`src/design/cle_pkg.sv`:
```
package cle_pkg;

	// Line buffer size; the line holds at most LINE_SIZE-1 characters.
	localparam int LINE_SIZE = 32;
	localparam int FILL_W    = $clog2(LINE_SIZE);

	// Result field widths and the packed output data word.
	localparam int BYTE_W  = 8;
	localparam int LEN_W   = 5;
	localparam int CNT_W   = 32;
	localparam int CHAR_W  = 7;
	localparam int FIELD_W = BYTE_W + LEN_W + CNT_W;
	localparam int TDATA_W = ((FIELD_W + 7) / 8) * 8;
	localparam int PAD_W   = TDATA_W - FIELD_W;

	// Character codes.
	localparam logic [BYTE_W-1:0] CH_CR    = 8'd13;
	localparam logic [BYTE_W-1:0] CH_LF    = 8'd10;
	localparam logic [BYTE_W-1:0] CH_SPACE = 8'd32;
	localparam logic [BYTE_W-1:0] CH_LOW   = 8'd32;
	localparam logic [BYTE_W-1:0] CH_HIGH  = 8'd126;
	localparam logic [BYTE_W-1:0] CH_DEL   = 8'd127;

endpackage

```
`src/design/console_line_editor.sv`:
```
// Console line editor.
// The slave stream takes one received serial byte per request (tdata bits 7:0).
// The master stream returns the responses: echo bytes for the transmitter
// (tuser 0) and, after a carriage return on a nonempty line, the characters of
// the completed line in order (tuser 1). tlast marks the final response of one
// received byte. Bytes that cause no response (line feed, control codes, high
// bytes, a delete on an empty line, a printable byte on a full line) are simply
// consumed.
// A byte is taken in the idle state and decoded in the next cycle; its first echo
// is then loaded into the output register in the echo state once the output slot
// is free, and any further echo bytes follow from the same state. Each line
// character is first read from the line memory (registered read) and then loaded
// into the output register.
// The output register keeps a finished response while the receiver stalls;
// the next byte is taken as soon as the editor is idle, even if that response
// is still waiting. A stall stops the echo and line handout sequence in place.
// Reset clears the fill count, the message counter and the output valid. The
// line memory is not cleared: only entries that were written are ever read.
module console_line_editor
	import cle_pkg::*;
(
	input  logic               clk,
	input  logic               arst_n,
	input  logic               s_axis_tvalid,
	output logic               s_axis_tready,
	input  logic [7:0]         s_axis_tdata,   // [7:0] rx_byte
	output logic               m_axis_tvalid,
	input  logic               m_axis_tready,
	output logic [TDATA_W-1:0] m_axis_tdata,   // [7:0] out_byte, [12:8] line_length,
	                                           // [44:13] message_total, then zero pad
	output logic               m_axis_tuser,   // [0] kind: 0 echo, 1 line character
	output logic               m_axis_tlast
);

	typedef enum logic [2:0] {
		ST_IDLE,
		ST_DECODE,
		ST_ECHO,
		ST_LREAD,
		ST_LSEND
	} state_t;

	typedef enum logic [1:0] {
		ECHO_CHAR,
		ECHO_DEL,
		ECHO_CR
	} echo_t;

	state_t              state_q;
	echo_t               echo_q;
	logic [1:0]          step_q;
	logic [BYTE_W-1:0]   rx_q;
	logic [FILL_W-1:0]   fill_q;
	logic [FILL_W-1:0]   len_q;
	logic [FILL_W-1:0]   rd_idx_q;
	logic [CNT_W-1:0]    cnt_q;

	logic                out_valid_q;
	logic                out_kind_q;
	logic                out_last_q;
	logic [BYTE_W-1:0]   out_byte_q;
	logic [LEN_W-1:0]    out_len_q;
	logic [CNT_W-1:0]    out_cnt_q;

	// Line memory: one write port, one registered read port.
	logic [CHAR_W-1:0]   line_mem [LINE_SIZE];
	logic [CHAR_W-1:0]   rd_data_q;
	logic                wr_en;
	logic [FILL_W-1:0]   wr_addr;
	logic [CHAR_W-1:0]   wr_data;
	logic                rd_en;

	logic                is_print;
	logic                is_full;
	logic                slot_free;
	logic                out_load;
	logic [BYTE_W-1:0]   echo_byte;
	logic                echo_final;
	logic                line_final;

	assign is_print  = (rx_q >= CH_LOW) && (rx_q <= CH_HIGH);
	assign is_full   = (fill_q >= FILL_W'(LINE_SIZE - 1));
	assign slot_free = !out_valid_q || m_axis_tready;
	// The output register is reloaded in this cycle.
	assign out_load  = ((state_q == ST_ECHO) || (state_q == ST_LSEND)) && slot_free;

	// Stores happen only while decoding; reads happen only during the line
	// handout, which starts after the carriage return is decoded, so a read
	// never overlaps a write to the same entry.
	always_comb begin
		wr_en   = 1'b0;
		wr_addr = fill_q;
		wr_data = rx_q[CHAR_W-1:0];
		if (state_q == ST_DECODE) begin
			if (is_print && !is_full) begin
				wr_en = 1'b1;
			end else if (rx_q == CH_DEL && fill_q != '0) begin
				wr_en   = 1'b1;
				wr_addr = fill_q - FILL_W'(1);
				wr_data = CH_SPACE[CHAR_W-1:0];
			end
		end
	end

	assign rd_en = (state_q == ST_LREAD);

	always_ff @(posedge clk) begin
		if (wr_en) begin
			line_mem[wr_addr] <= wr_data;
		end
		if (rd_en) begin
			rd_data_q <= line_mem[rd_idx_q];
		end
	end

	// Echo script: one byte for a printable character, DEL SP DEL for a
	// delete, CR LF for a carriage return.
	always_comb begin
		echo_byte  = rx_q;
		echo_final = 1'b1;
		unique case (echo_q)
			ECHO_CHAR: begin
				echo_byte  = rx_q;
				echo_final = 1'b1;
			end
			ECHO_DEL: begin
				echo_byte  = (step_q == 2'd1) ? CH_SPACE : CH_DEL;
				echo_final = (step_q == 2'd2);
			end
			ECHO_CR: begin
				echo_byte  = (step_q == 2'd0) ? CH_CR : CH_LF;
				echo_final = (step_q == 2'd1);
			end
			default: begin
				echo_byte  = rx_q;
				echo_final = 1'b1;
			end
		endcase
	end

	assign line_final = (rd_idx_q == len_q - FILL_W'(1));

	always_ff @(posedge clk or negedge arst_n) begin
		if (!arst_n) begin
			state_q     <= ST_IDLE;
			echo_q      <= ECHO_CHAR;
			step_q      <= '0;
			rx_q        <= '0;
			fill_q      <= '0;
			len_q       <= '0;
			rd_idx_q    <= '0;
			cnt_q       <= '0;
			out_valid_q <= 1'b0;
			out_kind_q  <= 1'b0;
			out_last_q  <= 1'b0;
			out_byte_q  <= '0;
			out_len_q   <= '0;
			out_cnt_q   <= '0;
		end else begin
			if (out_valid_q && m_axis_tready && !out_load) begin
				out_valid_q <= 1'b0;
			end
			unique case (state_q)
				ST_IDLE: begin
					if (s_axis_tvalid) begin
						rx_q    <= s_axis_tdata;
						state_q <= ST_DECODE;
					end
				end
				ST_DECODE: begin
					step_q <= '0;
					if (rx_q == CH_CR) begin
						echo_q  <= ECHO_CR;
						len_q   <= fill_q;
						fill_q  <= '0;
						if (fill_q != '0) begin
							cnt_q <= cnt_q + CNT_W'(1);
						end
						state_q <= ST_ECHO;
					end else if (rx_q == CH_DEL && fill_q != '0) begin
						echo_q  <= ECHO_DEL;
						len_q   <= fill_q - FILL_W'(1);
						fill_q  <= fill_q - FILL_W'(1);
						state_q <= ST_ECHO;
					end else if (is_print && !is_full) begin
						echo_q  <= ECHO_CHAR;
						len_q   <= fill_q + FILL_W'(1);
						fill_q  <= fill_q + FILL_W'(1);
						state_q <= ST_ECHO;
					end else begin
						state_q <= ST_IDLE;
					end
				end
				ST_ECHO: begin
					if (slot_free) begin
						out_valid_q <= 1'b1;
						out_kind_q  <= 1'b0;
						out_byte_q  <= echo_byte;
						out_len_q   <= LEN_W'(len_q);
						out_cnt_q   <= cnt_q;
						out_last_q  <= echo_final && !(echo_q == ECHO_CR && len_q != '0);
						step_q      <= step_q + 2'd1;
						if (echo_final) begin
							rd_idx_q <= '0;
							state_q  <= (echo_q == ECHO_CR && len_q != '0) ? ST_LREAD : ST_IDLE;
						end
					end
				end
				ST_LREAD: begin
					state_q <= ST_LSEND;
				end
				ST_LSEND: begin
					if (slot_free) begin
						out_valid_q <= 1'b1;
						out_kind_q  <= 1'b1;
						out_byte_q  <= {1'b0, rd_data_q};
						out_len_q   <= LEN_W'(len_q);
						out_cnt_q   <= cnt_q;
						out_last_q  <= line_final;
						if (line_final) begin
							state_q <= ST_IDLE;
						end else begin
							rd_idx_q <= rd_idx_q + FILL_W'(1);
							state_q  <= ST_LREAD;
						end
					end
				end
				default: begin
					state_q <= ST_IDLE;
				end
			endcase
		end
	end

	assign s_axis_tready = (state_q == ST_IDLE);
	assign m_axis_tvalid = out_valid_q;
	assign m_axis_tdata  = {{PAD_W{1'b0}}, out_cnt_q, out_len_q, out_byte_q};
	assign m_axis_tuser  = out_kind_q;
	assign m_axis_tlast  = out_last_q;

`ifndef ASSERT_OFF
	// The line never holds more than LINE_SIZE-1 characters.
	a_fill_bound: assert property (@(posedge clk) disable iff (!arst_n)
		fill_q <= FILL_W'(LINE_SIZE - 1))
		else $error("fill count beyond line capacity");

	// The message counter only ever steps up by one.
	a_cnt_step: assert property (@(posedge clk) disable iff (!arst_n)
		!$stable(cnt_q) |-> cnt_q == $past(cnt_q) + CNT_W'(1))
		else $error("message counter jumped");

	// The line handout only reads entries below the completed line length.
	a_rd_bound: assert property (@(posedge clk) disable iff (!arst_n)
		(state_q == ST_LREAD || state_q == ST_LSEND) |-> rd_idx_q < len_q)
		else $error("line read beyond completed length");

	// A memory write and a handout read never happen in the same cycle.
	a_no_overlap: assert property (@(posedge clk) disable iff (!arst_n)
		!(wr_en && rd_en))
		else $error("line memory write during handout read");
`endif

endmodule
```
`config.mk`:
```
export PLATFORM = sky130hd
export DESIGN_NAME = console_line_editor
export DESIGN_NICKNAME = d
export VERILOG_FILES = /design/src/design/cle_pkg.sv /design/src/design/console_line_editor.sv
export SDC_FILE = /design/constraint.sdc
export NUM_CORES = 1
export LEC_CHECK = 0
export BUFFER_PORTS_ARGS = -buffer_cell sky130_fd_sc_hd__buf_2
export CAP_MARGIN = 20
export CORE_MARGIN = 2
export CORE_UTILIZATION = 45
export DETAILED_ROUTE_END_ITERATION = 7
export SLEW_MARGIN = 20
export SYNTH_ARGS = -nofsm -noshare
export SYNTH_HDL_FRONTEND = slang
export SYNTH_SLANG_ARGS = --single-unit
```
`constraint.sdc`:
```
create_clock -name clk -period 6.16 [get_ports clk]
set_clock_uncertainty 0.1 [all_clocks]
set_input_delay 0.616 -clock clk [delete_from_list [all_inputs] [get_ports clk]]
set_output_delay 0.616 -clock clk [all_outputs]
set_load 0.05 [all_outputs]
```
### Yosys cells after proc, flatten, opt, wreduce, memory -nomap -nowiden

Memory sizes are Yosys's and may differ from the RTL's. A register that Yosys moved wholly into a read port is not among the register bits.
Index checks and enable logic that the tools add are counted.

* register bits: 110
* RAM bits: 224
* bits of input ports: 12
* memories: 1

* add/sub/neg operators: 6
* magnitude comparators: 3
* equal/unequal tests: 16
* mux-type cells: 51
* reduce and logical (&&, ||, !) cells: 30

Memories
* line_mem: depth 32, width 7, read ports 1, clocked after Yosys merged registers in 1, write ports 1, line console_line_editor.sv:66 `logic [CHAR_W-1:0] line_mem [LINE_SIZE];`

Operators by type and width (count)
* two-way mux 5 bit: 11
* adder 32 x 1 -> 32 bit (second input constant): 1
* one-hot mux 8 bit (2 select lines): 2
* two-way mux 7 bit: 4
* two-way mux 2 bit: 9
* two-way mux 8 bit: 2
* two-way mux 3 bit: 5
* one-hot mux 3 bit (5 select lines): 1
* two-way mux 1 bit: 12
* adder 5 x 1 -> 5 bit (second input constant): 2
* inequality test 2 bit (second input constant): 5
* one-hot mux 5 bit (2 select lines): 1
* nonzero test 5 bit: 2
* subtractor 5 x 1 -> 5 bit (second input constant): 2
* == test 8 x 4 -> 1 bit (second input constant): 1
* == test 8 x 7 -> 1 bit (second input constant): 1
* greater-or-equal comparator 8 x 6 -> 1 bit (second input constant): 1
* <= comparator 8 x 7 -> 1 bit (second input constant): 1
* logical AND 1 bit: 8
* AND reduction 2 bit: 4
* == test 3 x 2 -> 1 bit (second input constant): 2
* one-hot mux 1 bit (2 select lines): 3
* AND reduction 3 bit: 2
* == test 5 bit: 1
* other kinds (16): 23

### Depth between registers and ports, before layout

* depth in word-level cells: 8
* mapped depth: 12
* depth with buffers taken out: 10

### Least setup slack after synthesis

No wires, ideal clock.

* path kind: register to register
* start: register fill_q[0]
* end: memory line_mem[4][0] (enable)
* library setup time: 0.390 ns
* data arrival time: 3.267 ns
* required time: 5.670 ns
* setup slack: 2.403 ns
* stages on the path, launching flop included: 12
* buffers on the path: 2
* path through: dfrtp_1 > clkbuf_1 > inv_1 > ha_1 > clkbuf_1 > nor4b_4 > nor4_1 > inv_1 > ha_1 > nand2_1 > o22ai_1 > nor4_1

* longest elaborated chain between the ends: 7
* elaborated cells between the ends (all ways): 14
* those cells by class: 1 x add/sub; 1 x order compare; 8 x mux; 4 x reduce/logical

RTL lines
* start: declaration: line console_line_editor.sv:53 `logic [FILL_W-1:0] fill_q;`
* start signal: assignment: line console_line_editor.sv:183 `fill_q <= fill_q - FILL_W'(1);`
* start signal: assignment: line console_line_editor.sv:188 `fill_q <= fill_q + FILL_W'(1);`
* greater-or-equal comparator 5 bit or nonzero test 5 bit (tied branches): line console_line_editor.sv:82, console_line_editor.sv:97
* logical NOT 1 bit or logical AND 1 bit (tied branches): line console_line_editor.sv:95, console_line_editor.sv:97
* logical AND 1 bit or two-way mux 1 bit (tied branches): line console_line_editor.sv:95, console_line_editor.sv:97
* two-way mux 1 bit: line console_line_editor.sv:95 `if (is_print && !is_full) begin`
* two-way mux 1 bit: line console_line_editor.sv:94 `if (state_q == ST_DECODE) begin`
* two-way mux 1 bit: line console_line_editor.sv:108 `if (wr_en) begin`
* two-way mux 1 bit (implied by the code): line console_line_editor.sv:109 `line_mem[wr_addr] <= wr_data;`
* end: declaration: line console_line_editor.sv:66

Several ways; a longest one is shown, not always the timed one.

### Worst setup path after layout

* start: register fill_q[0]
* end: memory line_mem[7][6] (enable)

The elaborated chain is that of the path after synthesis.

==> tab_implementation.tex <==
\begin{tabular}{lr}
\hline
Metric & Value \\
\hline
\multicolumn{2}{l}{\textbf{Power and ir drop}} \\
Lkg Pwr & 6.25 nW \\
Clock network fraction of design power & 28.2\% \\
Worst-case vdd ir drop & 0.261 mV \\
Sequential power share & 40.3\% \\
P\_int & 0.00498 W \\
Portion of total power attributed to combinational logic & 31.4\% \\
Areal power density over the cells & 462 mW/mm² \\
Net switching component of the power & 0.00272 W \\
Switching power share of the total & 35.3\% \\
\multicolumn{2}{l}{\textbf{Setup path}} \\
Critical-path top delay cell & sky130\_fd\_sc\_hd\_\_nor3\_1 \\
Crit. End Element & flop \\
Worst path required time & 6.22 ns \\
CP arrival & 4.34 ns \\
Largest delay share family, worst path & simple AND/OR/NAND/NOR gates \\
Ordered cell list for the critical path & inv\_1, ha\_1, nor4b\_4, nor4\_1, inv\_1, ha\_1, nand2\_1, nor4\_1, a31oi\_2, nor3\_1 \\
CP Launch Type & flop \\
Crit path max fanout & 15 \\
Buf+Inv Stages, Crit Path & 2 \\
Crit path largest cell delay & 0.82 ns \\
Crit Path Class & flop to flop \\
\multicolumn{2}{l}{\textbf{Min path}} \\
Min-delay worst type & input pin to flop \\
\multicolumn{2}{l}{\textbf{STA}} \\
Peak Freq & 234 MHz \\
Slew of the pin with the lowest slew margin & 1.04 ns \\
Final Critical Period & 4.27 ns \\
Unrepaired setup endpoints after global routing & no \\
Post-route setup slack & 1.89 ns \\
Share of the clock period used by the worst path after layout & 69.4\% \\
Relative max-transition margin & 30.2\% \\
Count of final hold-check violations & 0 \\
Post-route setup TNS & 0 ns \\
Max Transition Viols Final & 0 \\
Total of endpoints with negative setup slack in the final report & 0 \\
\multicolumn{2}{l}{\textbf{Placed design}} \\
Worst setup timing slack at the placement stage & 1.93 ns \\
Number of buffers added on ports & 60 \\
Final HPWL DP & 22.2 mm \\
Weighted congestion at the end of routability-driven global placement & 0.866 \\
\multicolumn{2}{l}{\textbf{Clock network}} \\
Number of clock sinks & 341 \\
Hold bufs inserted after CTS & 1 \\
Clock buffer count from CTS & 37 \\
Clock buffer depth & 3 \\
Cell chosen for the clock root & sky130\_fd\_sc\_hd\_\_clkbuf\_16 \\
Buffers inserted during post-CTS setup optimization & 0 \\
H-Tree Depth & 2 \\
Clock insertion delay at the later pin of the skew report & 0.55 ns \\
Quantity of gates resized following cts & 0 \\
TritonCTS clock tree & yes \\
Clock Pin Slew Worst Setup and Hold Paths & 0.06 ns \\
\multicolumn{2}{l}{\textbf{Synthesis}} \\
Number of register bits inferred by synthesis & 341 \\
Fraction of the yosys area taken by sequential cells & 66.0\% \\
Number of unique standard cell types used by synthesis & 74 \\
Count of flip-flops with a built-in enable after synthesis & 231 \\
Top cell type's share of synthesized area & 47.2\% \\
Post-synthesis async set-or-reset flop share & 32.3\% \\
Cell type with the highest aggregate area in the netlist & sky130\_fd\_sc\_hd\_\_edfxtp\_1 \\
Synth warn & 0 \\
Post-synthesis average cell area & 15.4 µm² \\
Dominant synthesized flop cell & sky130\_fd\_sc\_hd\_\_edfxtp\_1 \\
Post-synthesis cell area & 0.0147 mm² \\
Top cells by area, synth & sky130\_fd\_sc\_hd\_\_edfxtp\_1 47\%, sky130\_fd\_sc\_hd\_\_dfrtp\_1 19\%, sky130\_fd\_sc\_hd\_\_mux4\_2 9.7\% \\
Cells after synthesis & 952 \\
\multicolumn{2}{l}{\textbf{Floorplan}} \\
Number of ports placed on the die boundary & 64 \\
Area enclosed by the die boundary & 0.0341 mm² \\
Std-Cell Core Area & 0.0324 mm² \\
Die H & 185 µm \\
Initial standard-cell utilization of the core & 45.4\% \\
Width of the die & 185 µm \\
Standard-cell rows & 66 \\
\multicolumn{2}{l}{\textbf{Cells and area}} \\
Commonest non-fill, non-tap cell in the layout & sky130\_fd\_sc\_hd\_\_edfxtp\_1 \\
Area of combinational cells with multiple inputs & 0.00475 mm² \\
Nets & 1047 \\
Highest-count cells in the layout ignoring fill and taps & 231 x sky130\_fd\_sc\_hd\_\_edfxtp\_1, 108 x sky130\_fd\_sc\_hd\_\_dfrtp\_1, 64 x sky130\_fd\_sc\_hd\_\_nand2\_1 \\
Layout Area Growth over Synthesis & 13.6\% \\
Filler cell count in the final layout & 2704 \\
Combined flip-flop and latch cell area & 0.00969 mm² \\
Ratio of cells with drive above 1 in the final layout & 24.9\% \\
ANT cells & 0 \\
\multicolumn{2}{l}{\textbf{Routing}} \\
Post-detailed-route via-to-cell ratio & 5.72 \\
Drc violations & 0 \\
Vias & 8539 \\
DR iter-0 viols & 738 \\
Pre-antenna DRT Iters & 5 \\
Drt total wl & 34.4 mm \\
Routed WL per cell & 23.1 µm \\
Post-route antenna net violation count & 0 \\
\multicolumn{2}{l}{\textbf{Job}} \\
\# Max-Cap Violations & 0 \\
\multicolumn{2}{l}{\textbf{Global routing}} \\
Global-route wire length before repair & 51.9 mm \\
Largest net degree at the start of global routing & 66 \\
Gr usage total & 20.5\% \\
Remaining Overflow, GRT & 0 \\
Via count of the first global-routing pass & 8500 \\
Number of antenna violations at the first check in global routing & 0 \\
\multicolumn{2}{l}{\textbf{Outcome}} \\
Run status & finished, final reports clean \\
\hline
\end{tabular}
-- state kept, by name, indices dropped and copies added (netlist names), 5 cells and up --
name / cells
line_mem: 224
cnt_q: 32
out_cnt_q: 32
out_byte_q: 8
rx_q: 8
rd_data_q: 7
fill_q: 5
len_q: 5
out_len_q: 5
rd_idx_q: 5
-- layer usage --
layer	global-route usage (%)	up-vias	wire, µm
met1	27.7	4364	14800
met5	0	-	0
met4	6.41	0	918
met2	33.7	293	16600
li1	-	3821	-
met3	4.27	61	2140
-- synthesized netlist by cell type (7+ instances only) --
cell type and count:
sky130_fd_sc_hd__and3_1 10, sky130_fd_sc_hd__edfxtp_1 231, sky130_fd_sc_hd__clkbuf_1 28, sky130_fd_sc_hd__xor2_1 18, sky130_fd_sc_hd__mux2_2 42, sky130_fd_sc_hd__o21a_1 9
sky130_fd_sc_hd__nor2_1 55, sky130_fd_sc_hd__o211ai_1 7, sky130_fd_sc_hd__mux2i_1 11, sky130_fd_sc_hd__a21o_1 10, sky130_fd_sc_hd__nand2_1 64, sky130_fd_sc_hd__a21oi_1 14
sky130_fd_sc_hd__nor4_1 12, sky130_fd_sc_hd__inv_1 19, sky130_fd_sc_hd__o21ai_0 28, sky130_fd_sc_hd__nand2b_1 8, sky130_fd_sc_hd__nand3_1 28, sky130_fd_sc_hd__xnor2_1 20
sky130_fd_sc_hd__buf_2 11, sky130_fd_sc_hd__dfrtp_1 110, sky130_fd_sc_hd__mux4_2 63, sky130_fd_sc_hd__nor3_1 31, sky130_fd_sc_hd__a32oi_1 11, sky130_fd_sc_hd__ha_1 13
-- layout make-up --
class | instances | share of cell area (%)
clock buffers | 50 | 6.02
clock inverters | 18 | 1.16
inverters | 21 | 0.473
multi-input cells | 548 | 28.5
flip-flops and latches | 341 | 58.1
well taps | 442 | 3.32
repair buffers | 73 | 2.40
-- cell families (layout without fill, tap and decap cells) --
kind of cell / count (synthesis) / in the layout / synth area share (%)
adders and majority gates: 13 / 13 / 1.11
other: 1 / 3 / 0.0255
AOI/OAI and AO/OA: 122 / 122 / 5.90
and+or+nand+nor: 256 / 256 / 9.21
xor gates and xnor gates: 38 / 38 / 2.27
buffers and inverters: 65 / 162 / 1.88
muxes: 116 / 116 / 13.6
DFF: 341 / 341 / 66.0
-- tightest hold or removal path: cells and delay by family --
family | cells | cell delay (ns)
buffers and inverters | 1 | 0.08
AO/OA/AOI/OAI | 1 | 0.06
AND/OR/NAND/NOR | 1 | 0.04
-- stage by stage --
| step | instances | total power [W] | hold WS (ns) | util [%] | instance area [µm²] |
|---|---|---|---|---|---|
| after CTS | 1493 | 0.00775 | 0.187 | 51.5 | 16700 |
| final | 1493 | 0.00771 | 0.199 | 51.5 | 16700 |
| after detailed placement | 1424 | 0.00557 | 0.361 | 47.8 | 15500 |
| after floorplan | 954 | 0.00476 | 0.220 | - | 14700 |
| after global routing | 1493 | 0.00805 | 0.198 | 51.5 | 16700 |
| after global placement | 1423 | 0.00556 | 0.359 | 47.8 | 15500 |
-- final timing paths --
path,slack (ns),to,from,cells past startpoint
max in group asynchronous,4.07,rd_idx_q[0],arst_n,3
worst max register to register,1.89,line_mem[7][6],fill_q[0],10
worst min-delay path,0.20,rx_q[7],s_axis_tdata[7],3
worst min register to register,0.37,out_byte_q[4],out_byte_q[4],2
min in group asynchronous,0.52,out_cnt_q[13],arst_n,2
worst max-delay path,1.89,line_mem[7][6],fill_q[0],10
-- power by group through the flow --
| stage | Sequential [W] | Combinational, W | Clock [W] |
|---|---|---|---|
| finish | 0.00311 | 0.00242 | 0.00218 |
| global route | 0.00314 | 0.00259 | 0.00232 |
| CTS | 0.00311 | 0.00242 | 0.00221 |
| detailed placement | 0.00315 | 0.00241 | 0 |
| global placement | 0.00315 | 0.00241 | 0 |
| floorplan | 0.00317 | 0.00158 | 0 |
(Power assumes the default switching activity.)
